<file path="config.mk">
export PLATFORM = sky130hd
export DESIGN_NAME = periodic_timer_slot_table
export DESIGN_NICKNAME = d
export VERILOG_FILES = /design/src/ptst_pkg.sv /design/src/ptst_cell.sv /design/src/periodic_timer_slot_table.sv
export SDC_FILE = /design/constraint.sdc
export NUM_CORES = 2
export LEC_CHECK = 0
export ABC_AREA = 1
export CORE_MARGIN = 2
export CORE_UTILIZATION = 45
export DETAILED_ROUTE_END_ITERATION = 10
export DONT_BUFFER_PORTS = 1
export GPL_TIMING_DRIVEN = 0
export PLACE_DENSITY = 0.61
export SYNTH_ARGS = -nofsm -noshare
export SYNTH_HDL_FRONTEND = slang
export SYNTH_SLANG_ARGS = --single-unit
</file>
<file path="constraint.sdc">
create_clock -name i_clk -period 9.95 [get_ports i_clk]
set_input_delay 0.4975 -clock i_clk [delete_from_list [all_inputs] [get_ports i_clk]]
set_output_delay 0.4975 -clock i_clk [all_outputs]
set_load 0.01 [all_outputs]
</file>
<file path="src/ptst_pkg.sv">
// Package for the periodic timer slot table: command codes, result kinds and
// the structs that pass between the slot cells and the top level.
// No dependencies.
`default_nettype none

package ptst_pkg;

    localparam int unsigned HANDLE_W = 16;
    localparam int unsigned TAG_W    = 32;
    localparam int unsigned IDX_W    = 3;
    localparam int unsigned PORT_T_W = 32;

    typedef enum logic [1:0] {
        CMD_ADD    = 2'd0,
        CMD_REMOVE = 2'd1,
        CMD_CLEAR  = 2'd2,
        CMD_TICK   = 2'd3
    } t_cmd;

    localparam logic KIND_FIRE   = 1'b0;
    localparam logic KIND_STATUS = 1'b1;

    // Walk token handed from one cell to the next
    typedef struct packed {
        logic             tok;
        logic             hit;
        logic [IDX_W-1:0] idx;
    } t_link;

    // Fire request from the cell that holds the token
    typedef struct packed {
        logic                valid;
        logic [IDX_W-1:0]    idx;
        logic [HANDLE_W-1:0] handle;
    } t_fire;

endpackage

`default_nettype wire

</file>
<file path="src/ptst_cell.sv">
// One timer slot of the chain: holds the slot state, acts on the command when
// the walk token reaches it and hands the token to the next cell.
// Depends on ptst_pkg.
`default_nettype none

module ptst_cell #(
    parameter int INDEX     = 0,
    parameter int TIME_BITS = 32
) (
    input  wire                          i_clk,
    input  wire                          i_rst_n,
    input  wire                          i_adv,
    input  ptst_pkg::t_cmd               i_cmd,
    input  wire  [ptst_pkg::HANDLE_W-1:0] i_handle,
    input  wire  [ptst_pkg::TAG_W-1:0]   i_tag,
    input  wire  [TIME_BITS-1:0]         i_period,
    input  wire  [TIME_BITS-1:0]         i_first,
    input  wire  [TIME_BITS-1:0]         i_life,
    input  wire                          i_forever,
    input  wire  [TIME_BITS-1:0]         i_now,
    input  ptst_pkg::t_link              i_link,
    output ptst_pkg::t_link              o_link,
    output ptst_pkg::t_fire              o_fire
);
    import ptst_pkg::*;

    logic                 r_active;
    logic                 n_active;
    logic [HANDLE_W-1:0]  r_handle;
    logic [TAG_W-1:0]     r_tag;
    logic [TIME_BITS-1:0] r_due;
    logic [TIME_BITS-1:0] n_due;
    logic [TIME_BITS-1:0] r_period;
    logic [TIME_BITS-1:0] r_expire;
    logic                 r_endless;
    t_link                r_link;
    t_link                n_link;
    logic                 wr;
    logic                 fire;
    logic                 act;

    assign act = i_link.tok && i_adv;

    always_comb begin
        n_active = r_active;
        n_due    = r_due;
        n_link   = i_link;
        wr       = 1'b0;
        fire     = 1'b0;
        if (i_link.tok) begin
            unique case (i_cmd)
                CMD_ADD: begin
                    if (!i_link.hit && !r_active) begin
                        wr         = 1'b1;
                        n_active   = 1'b1;
                        n_link.hit = 1'b1;
                        n_link.idx = IDX_W'(INDEX);
                    end
                end
                CMD_REMOVE: begin
                    if (!i_link.hit && r_active && r_tag == i_tag) begin
                        n_active   = 1'b0;
                        n_link.hit = 1'b1;
                        n_link.idx = IDX_W'(INDEX);
                    end
                end
                CMD_CLEAR: begin
                    n_active = 1'b0;
                end
                CMD_TICK: begin
                    if (r_active) begin
                        // expiry wins over firing
                        if (!r_endless && i_now >= r_expire) begin
                            n_active = 1'b0;
                        end else if (i_now >= r_due) begin
                            fire  = 1'b1;
                            n_due = r_due + r_period;
                        end
                    end
                end
            endcase
        end
    end

    always_ff @(posedge i_clk) begin
        if (!i_rst_n) begin
            r_active   <= 1'b0;
            r_link.tok <= 1'b0;
        end else begin
            if (act) begin
                r_active <= n_active;
            end
            if (i_adv) begin
                r_link <= n_link;
            end
        end
    end

    always_ff @(posedge i_clk) begin
        if (act) begin
            if (wr) begin
                r_handle  <= i_handle;
                r_tag     <= i_tag;
                r_due     <= i_first;
                r_period  <= i_period;
                r_endless <= i_forever;
                r_expire  <= i_first + i_life;
            end else begin
                r_due <= n_due;
            end
        end
    end

    assign o_link        = r_link;
    assign o_fire.valid  = fire;
    assign o_fire.idx    = IDX_W'(INDEX);
    assign o_fire.handle = fire ? r_handle : '0;

endmodule

`default_nettype wire

</file>
<file path="src/periodic_timer_slot_table.sv">
// The status result is produced when the walk token leaves the last slot cell;
// fire results appear before it, at most one per slot, in slot order.
// Only one transaction is in flight: the next one is accepted as the walk token
// leaves the last cell. It steps one slot cell per cycle; output stall holds it.
// Reset: synchronous active low; all slots free, no result pending.
`default_nettype none

module periodic_timer_slot_table #(
    parameter int NUM_SLOTS = 8,
    parameter int TIME_BITS = 32
) (
    input  wire                            i_clk,
    input  wire                            i_rst_n,
    input  wire                            i_in_valid,
    output logic                           o_in_stall,
    input  wire  [1:0]                     i_command,
    input  wire  [ptst_pkg::HANDLE_W-1:0]  i_job_handle,
    input  wire  [ptst_pkg::TAG_W-1:0]     i_job_tag,
    input  wire  [ptst_pkg::PORT_T_W-1:0]  i_repeat_period,
    input  wire  [ptst_pkg::PORT_T_W-1:0]  i_start_delay,
    input  wire  [ptst_pkg::PORT_T_W-1:0]  i_life_span,
    input  wire                            i_run_forever,
    input  wire  [ptst_pkg::PORT_T_W-1:0]  i_current_time,
    output logic                           o_out_valid,
    input  wire                            i_out_stall,
    output logic                           o_result_kind,
    output logic [ptst_pkg::IDX_W-1:0]     o_slot_index,
    output logic [ptst_pkg::HANDLE_W-1:0]  o_fired_handle,
    output logic                           o_success,
    output logic                           o_last
);
    import ptst_pkg::*;

    t_cmd                 r_cmd;
    logic [HANDLE_W-1:0]  r_handle;
    logic [TAG_W-1:0]     r_tag;
    logic [TIME_BITS-1:0] r_period;
    logic [TIME_BITS-1:0] r_first;
    logic [TIME_BITS-1:0] r_life;
    logic                 r_forever;
    logic [TIME_BITS-1:0] r_now;
    logic                 r_busy;
    logic                 r_head_tok;
    logic                 r_out_valid;
    logic                 r_kind;
    logic [IDX_W-1:0]     r_idx;
    logic [HANDLE_W-1:0]  r_out_handle;
    logic                 r_success;
    logic                 r_last;

    logic                 adv;
    logic                 accept;
    logic                 done;
    t_link                links [NUM_SLOTS+1];
    t_fire                fires [NUM_SLOTS];
    t_fire                fire_any;
    t_link                tail;

    assign adv    = !r_out_valid || !i_out_stall;
    assign tail   = links[NUM_SLOTS];
    assign done   = tail.tok && adv;
    assign o_in_stall = r_busy && !done;
    assign accept = i_in_valid && !o_in_stall;

    assign links[0] = '{tok: r_head_tok, hit: 1'b0, idx: '0};

    for (genvar g = 0; g < NUM_SLOTS; g++) begin : g_cell
        ptst_cell #(
            .INDEX    (g),
            .TIME_BITS(TIME_BITS)
        ) u_cell (
            .i_clk   (i_clk),
            .i_rst_n (i_rst_n),
            .i_adv   (adv),
            .i_cmd   (r_cmd),
            .i_handle(r_handle),
            .i_tag   (r_tag),
            .i_period(r_period),
            .i_first (r_first),
            .i_life  (r_life),
            .i_forever(r_forever),
            .i_now   (r_now),
            .i_link  (links[g]),
            .o_link  (links[g+1]),
            .o_fire  (fires[g])
        );
    end

    // Only the token holder can fire, so OR the requests together
    always_comb begin
        fire_any = '0;
        for (int k = 0; k < NUM_SLOTS; k++) begin
            fire_any.valid  = fire_any.valid | fires[k].valid;
            fire_any.idx    = fire_any.idx | (fires[k].valid ? fires[k].idx : '0);
            fire_any.handle = fire_any.handle | fires[k].handle;
        end
    end

    always_ff @(posedge i_clk) begin
        if (!i_rst_n) begin
            r_busy      <= 1'b0;
            r_head_tok  <= 1'b0;
            r_out_valid <= 1'b0;
        end else begin
            if (accept) begin
                r_busy     <= 1'b1;
                r_head_tok <= 1'b1;
            end else begin
                if (done) begin
                    r_busy <= 1'b0;
                end
                if (adv) begin
                    r_head_tok <= 1'b0;
                end
            end
            if (adv) begin
                r_out_valid <= fire_any.valid || tail.tok;
            end
        end
    end

    always_ff @(posedge i_clk) begin
        if (accept) begin
            r_cmd     <= t_cmd'(i_command);
            r_handle  <= i_job_handle;
            r_tag     <= i_job_tag;
            r_period  <= TIME_BITS'(i_repeat_period);
            r_first   <= TIME_BITS'(i_current_time) + TIME_BITS'(i_start_delay);
            r_life    <= TIME_BITS'(i_life_span);
            r_forever <= i_run_forever;
            r_now     <= TIME_BITS'(i_current_time);
        end
        if (adv) begin
            if (tail.tok) begin
                r_kind       <= KIND_STATUS;
                r_idx        <= tail.idx;
                r_out_handle <= '0;
                r_success    <= (r_cmd == CMD_CLEAR || r_cmd == CMD_TICK) ? 1'b1 : tail.hit;
                r_last       <= 1'b1;
            end else begin
                r_kind       <= KIND_FIRE;
                r_idx        <= fire_any.idx;
                r_out_handle <= fire_any.handle;
                r_success    <= 1'b0;
                r_last       <= 1'b0;
            end
        end
    end

    assign o_out_valid    = r_out_valid;
    assign o_result_kind  = r_kind;
    assign o_slot_index   = r_idx;
    assign o_fired_handle = r_out_handle;
    assign o_success      = r_success;
    assign o_last         = r_last;

endmodule

`default_nettype wire

</file>
==> summary.txt <==
Clocking
  • Bufs on Longest Clock Path: 3
  • Clock Sinks: 1,404
  • Root Driver: clkbuf_16
  • Skew-Pair Late Insertion Delay: 850 ps
  • H-tree lvl count: 4
  • CTS tree: done
  • Reg clk slew, reported paths: 60 ps
  • Hold_buf cts: 152
  • CTS Buf Count: 159
  • Post-CTS Setup Inserts: 0
  • Post-CTS resize count: 0

Global route
  • Gr busiest metal: met2
  • GR Util met3: 0.05314
  • All-Layer GR Usage: 0.3051
  • Pin count of the biggest net entering global routing: 35
  • Vias in the first global route: 61,530
  • Initial antenna violation count: 35
  • Global route overflow: 0
  • First-pass GRT wire length: a little over 400,000 microns
  • Met2 Use GR: 0.5161
  • Met1 usage: 0.3704

STA
  • Setup_tns: 0 ps
  • Final Hold Vio Count: 0
  • Final Cycle Share: 0.5904
  • Clock skew: ~51 ps
  • Min Tclk post-route: 5874 ps
  • RSZ-0062 raised after global routing: no
  • Fin. max-slew vios: approximately 130
  • Worst-Margin Slew: between 1500 and 2000 ps
  • Max_slew headroom: -0.06555
  • Final setup margin: 4076 ps
  • Final setup vio count: 0
  • Achievable Freq: about 170 MHz

Route
  • Drt wl/cell: 25.99 microns
  • Residual DRC: 0
  • Vias per inst: 5.669
  • Via count: 62,050
  • DR pass1 iterations: 6
  • Detailed router's first-iteration violation count: 5,309
  • Antenna Nets Post-Route: 0
  • DRT Wirelength: approximately 280,000 microns

Logic synthesis
  • Synth top area share: 0.5129
  • Synthesized flop and latch total: 1,404
  • Syn nets: approximately 9,100
  • Synth unique cells: 77
  • EDFF count, synth: 1,385
  • Most instantiated library cell after synthesis: edfxtp_1
  • FFs w/ async S/R, synth: 0
  • Yosys warnings: 0
  • Area leader, netlist: edfxtp_1
  • Post-synthesis average cell area: between 10 and 15 sq um
  • Top cells by area, synth: edfxtp_1, ha_1, nand2_1
  • Main flop type after synthesis: edfxtp_1
  • Sequential share of the synthesized area: 0.5176
  • Mapped Cells: 8,067
  • Mapped Area: ~0.08 sq mm
  • Most frequent cells after synthesis: edfxtp_1, nand2_1, inv_1

Die
  • Die ar.: ~0.18 sq mm
  • Ports: 207
  • Width of the die: 428.5 microns
  • Core area: 0.1788 sq mm
  • # rows: 155
  • Chip height: 428.5 microns
  • Starting Density: 0.4535

Critical path
  • Crit path top cell by count: nand2_1
  • Crit start category: flop
  • Worst path slowest cell: edfxtp_1
  • WP buf/inv: 1
  • CP required: 10,480 ps
  • Critical path's largest stage delay: 1390 ps
  • Reg2Reg Depth: 10
  • Worst setup path startpoint: r_now[29]
  • Arrival time at the worst endpoint: 6400 ps
  • CP max FO: 21
  • R2R setup slack: 4080 ps
  • RR Endpoint: g_cell[7].u_cell.r_due[4]
  • Levels on crit path: 10
  • Crit. End Element: flop
  • Critical path class: reg2reg
  • Top delay family on crit path: simple AND/OR/NAND/NOR gates
  • Cell Chain, Critical Path: ha_1 -> nand2_1 -> nor2_1 -> nand2_1 -> nor4_2 -> nand4_1 -> nand4_2 -> nand2_1 -> a21oi_4 -> buf_12
  • RR Startpoint: r_now[29]

Placed design
  • Worst slack, placed: about 4100 ps
  • Gpl congestion: 1.013
  • # port buffers: 0
  • Dpl hpwl: ~210,000 microns

Min path
  • Worst hold-check path type: in2reg
  • Hold Path Sink: r_first[29]
  • Hold Path Cell Cnt: 2
  • Hold_sp: i_current_time[29]

Cells and area
  • Multi-input logic area: around 0.034 sq mm
  • End-of-flow core utilization: 0.5180
  • Filler cells: roughly 16,000
  • Final nets: 9,470
  • Register area: between 0.04 and 0.05 sq mm
  • Layout cell share with drive strength beyond 1: 0.07529
  • Area grow syn2layout: 14.24%

Status
  • Failing checks: capacitance limit, slew limit
  • Status: complete, but fails checks

Job
  • Max_cap viols: 10

Power
  • LEAKAGE: between 30 and 40 nW
  • VDD IR-drop max: 0.1871 mV
  • Power per cell area: 152.4 mW/mm^2
[through the flow]
stage          instances  power, mW  hold slack, ps  cell area, sq um
6_report           10950      14.12           75.54             92630
5_1_grt            10940      14.51           59.66             92620
4_1_cts            10930      14.17           17.22             92470
3_5_place_dp       10490      8.123           497.0             85650
3_3_place_gp       10420      8.092           489.7             84030
2_1_floorplan       8067      7.514           458.6             81080
[flip-flops by register name (all words and copies together), names as in the netlist, 32 cells and up]
register and cells:
g_cell.u_cell.o_link 33, g_cell.u_cell.r_due 256, g_cell.u_cell.r_expire 256, g_cell.u_cell.r_handle 128, g_cell.u_cell.r_period 256, g_cell.u_cell.r_tag 256
r_first 32, r_life 32, r_now 32, r_period 32, r_tag 32
[placed cells by master, fill, tap and decap left out, types with 16 or more instances in the layout]
master / synthesis / routed
buf_12: 1 / 43
o21bai_1: 26 / 26
a211oi_1: 22 / 22
dlygate4sd3_1: 0 / 152
nand3_2: 16 / 16
bufinv_16: 0 / 17
dfxtp_1: 19 / 19
nand4_1: 152 / 152
o21ai_2: 29 / 29
edfxtp_1: 1385 / 1385
nand2_1: 1375 / 1375
inv_2: 24 / 24
o21a_1: 64 / 63
clkinv_2: 0 / 28
a221oi_1: 16 / 16
inv_1: 1090 / 1090
nand2_2: 17 / 17
buf_16: 0 / 25
a31oi_1: 68 / 68
or2_2: 76 / 76
xnor2_1: 135 / 135
a21oi_2: 27 / 27
o22ai_1: 21 / 21
a21oi_1: 646 / 639
a21o_1: 34 / 34
clkbuf_1: 55 / 75
ha_1: 826 / 826
o21ai_1: 56 / 56
o21ai_0: 418 / 418
nor4_1: 43 / 42
nor2_1: 583 / 573
clkinv_1: 4 / 36
o211ai_1: 29 / 29
nand3_1: 253 / 253
clkbuf_16: 0 / 162
xor2_1: 189 / 189
buf_2: 32 / 33
nor3_1: 108 / 107
[cells by family (layout without fill, tap and decap cells)]
group	after synthesis	after routing	synth area share
AOI/OAI and AO/OA	1546	1546	0.1110
xor gates and xnor gates	324	324	0.03500
adders and majority gates	836	836	0.1299
buffers and inverters	1253	1766	0.06035
DFF	1404	1404	0.5176
other	0	10	0
and+or+nand+nor	2704	2704	0.1461
[final cells by class]
type                    instances  share of cell area
multi-input cells            5410              0.3712
plain buffers                 135            0.007578
clock buffers                 184             0.04476
clock inverters               106             0.01240
repair buffers                223             0.03358
inverters                    1118             0.04530
diodes                         10           0.0002701
flip-flops and latches       1404              0.4531
well taps                    2355             0.03181
[worst reg2reg max path, stage by stage, from the launching register on]
cell	delay [ps]
edfxtp_1	1390
ha_1	340
nand2_1	50
nor2_1	210
nand2_1	120
nor4_2	670
nand4_1	640
nand4_2	670
nand2_1	540
a21oi_4	620
buf_12	270
[power by group]
| group | total [mW] | switching (mW) | leakage [nW] | internal (mW) |
|---|---|---|---|---|
| combinational | 1.21 | 0.856 | 22.9 | 0.352 |
| clock | 6.05 | 2.59 | 2.56 | 3.46 |
| sequential | 6.86 | 0.183 | 12.8 | 6.68 |
[worst max path at each step]
stage,endpoint,slack (ps)
final,g_cell[7].u_cell.r_due[4],4080
after global routing,g_cell[6].u_cell.r_due[8],4100
after CTS,g_cell[7].u_cell.r_due[10],4130
after detailed placement,g_cell[7].u_cell.r_due[0],4130
after global placement,r_period[0],-4650
after floorplan,r_cmd[0],190
[metal layers]
| metal | up-vias | wire, microns |
|---|---|---|
| met4 | 18 | 17160 |
| met3 | 607 | 20080 |
| met2 | 2318 | 135700 |
| met5 | - | 117 |
| li1 | 29000 | - |
| met1 | 30100 | 111400 |
No activity file was read; power rests on OpenSTA's default activity.
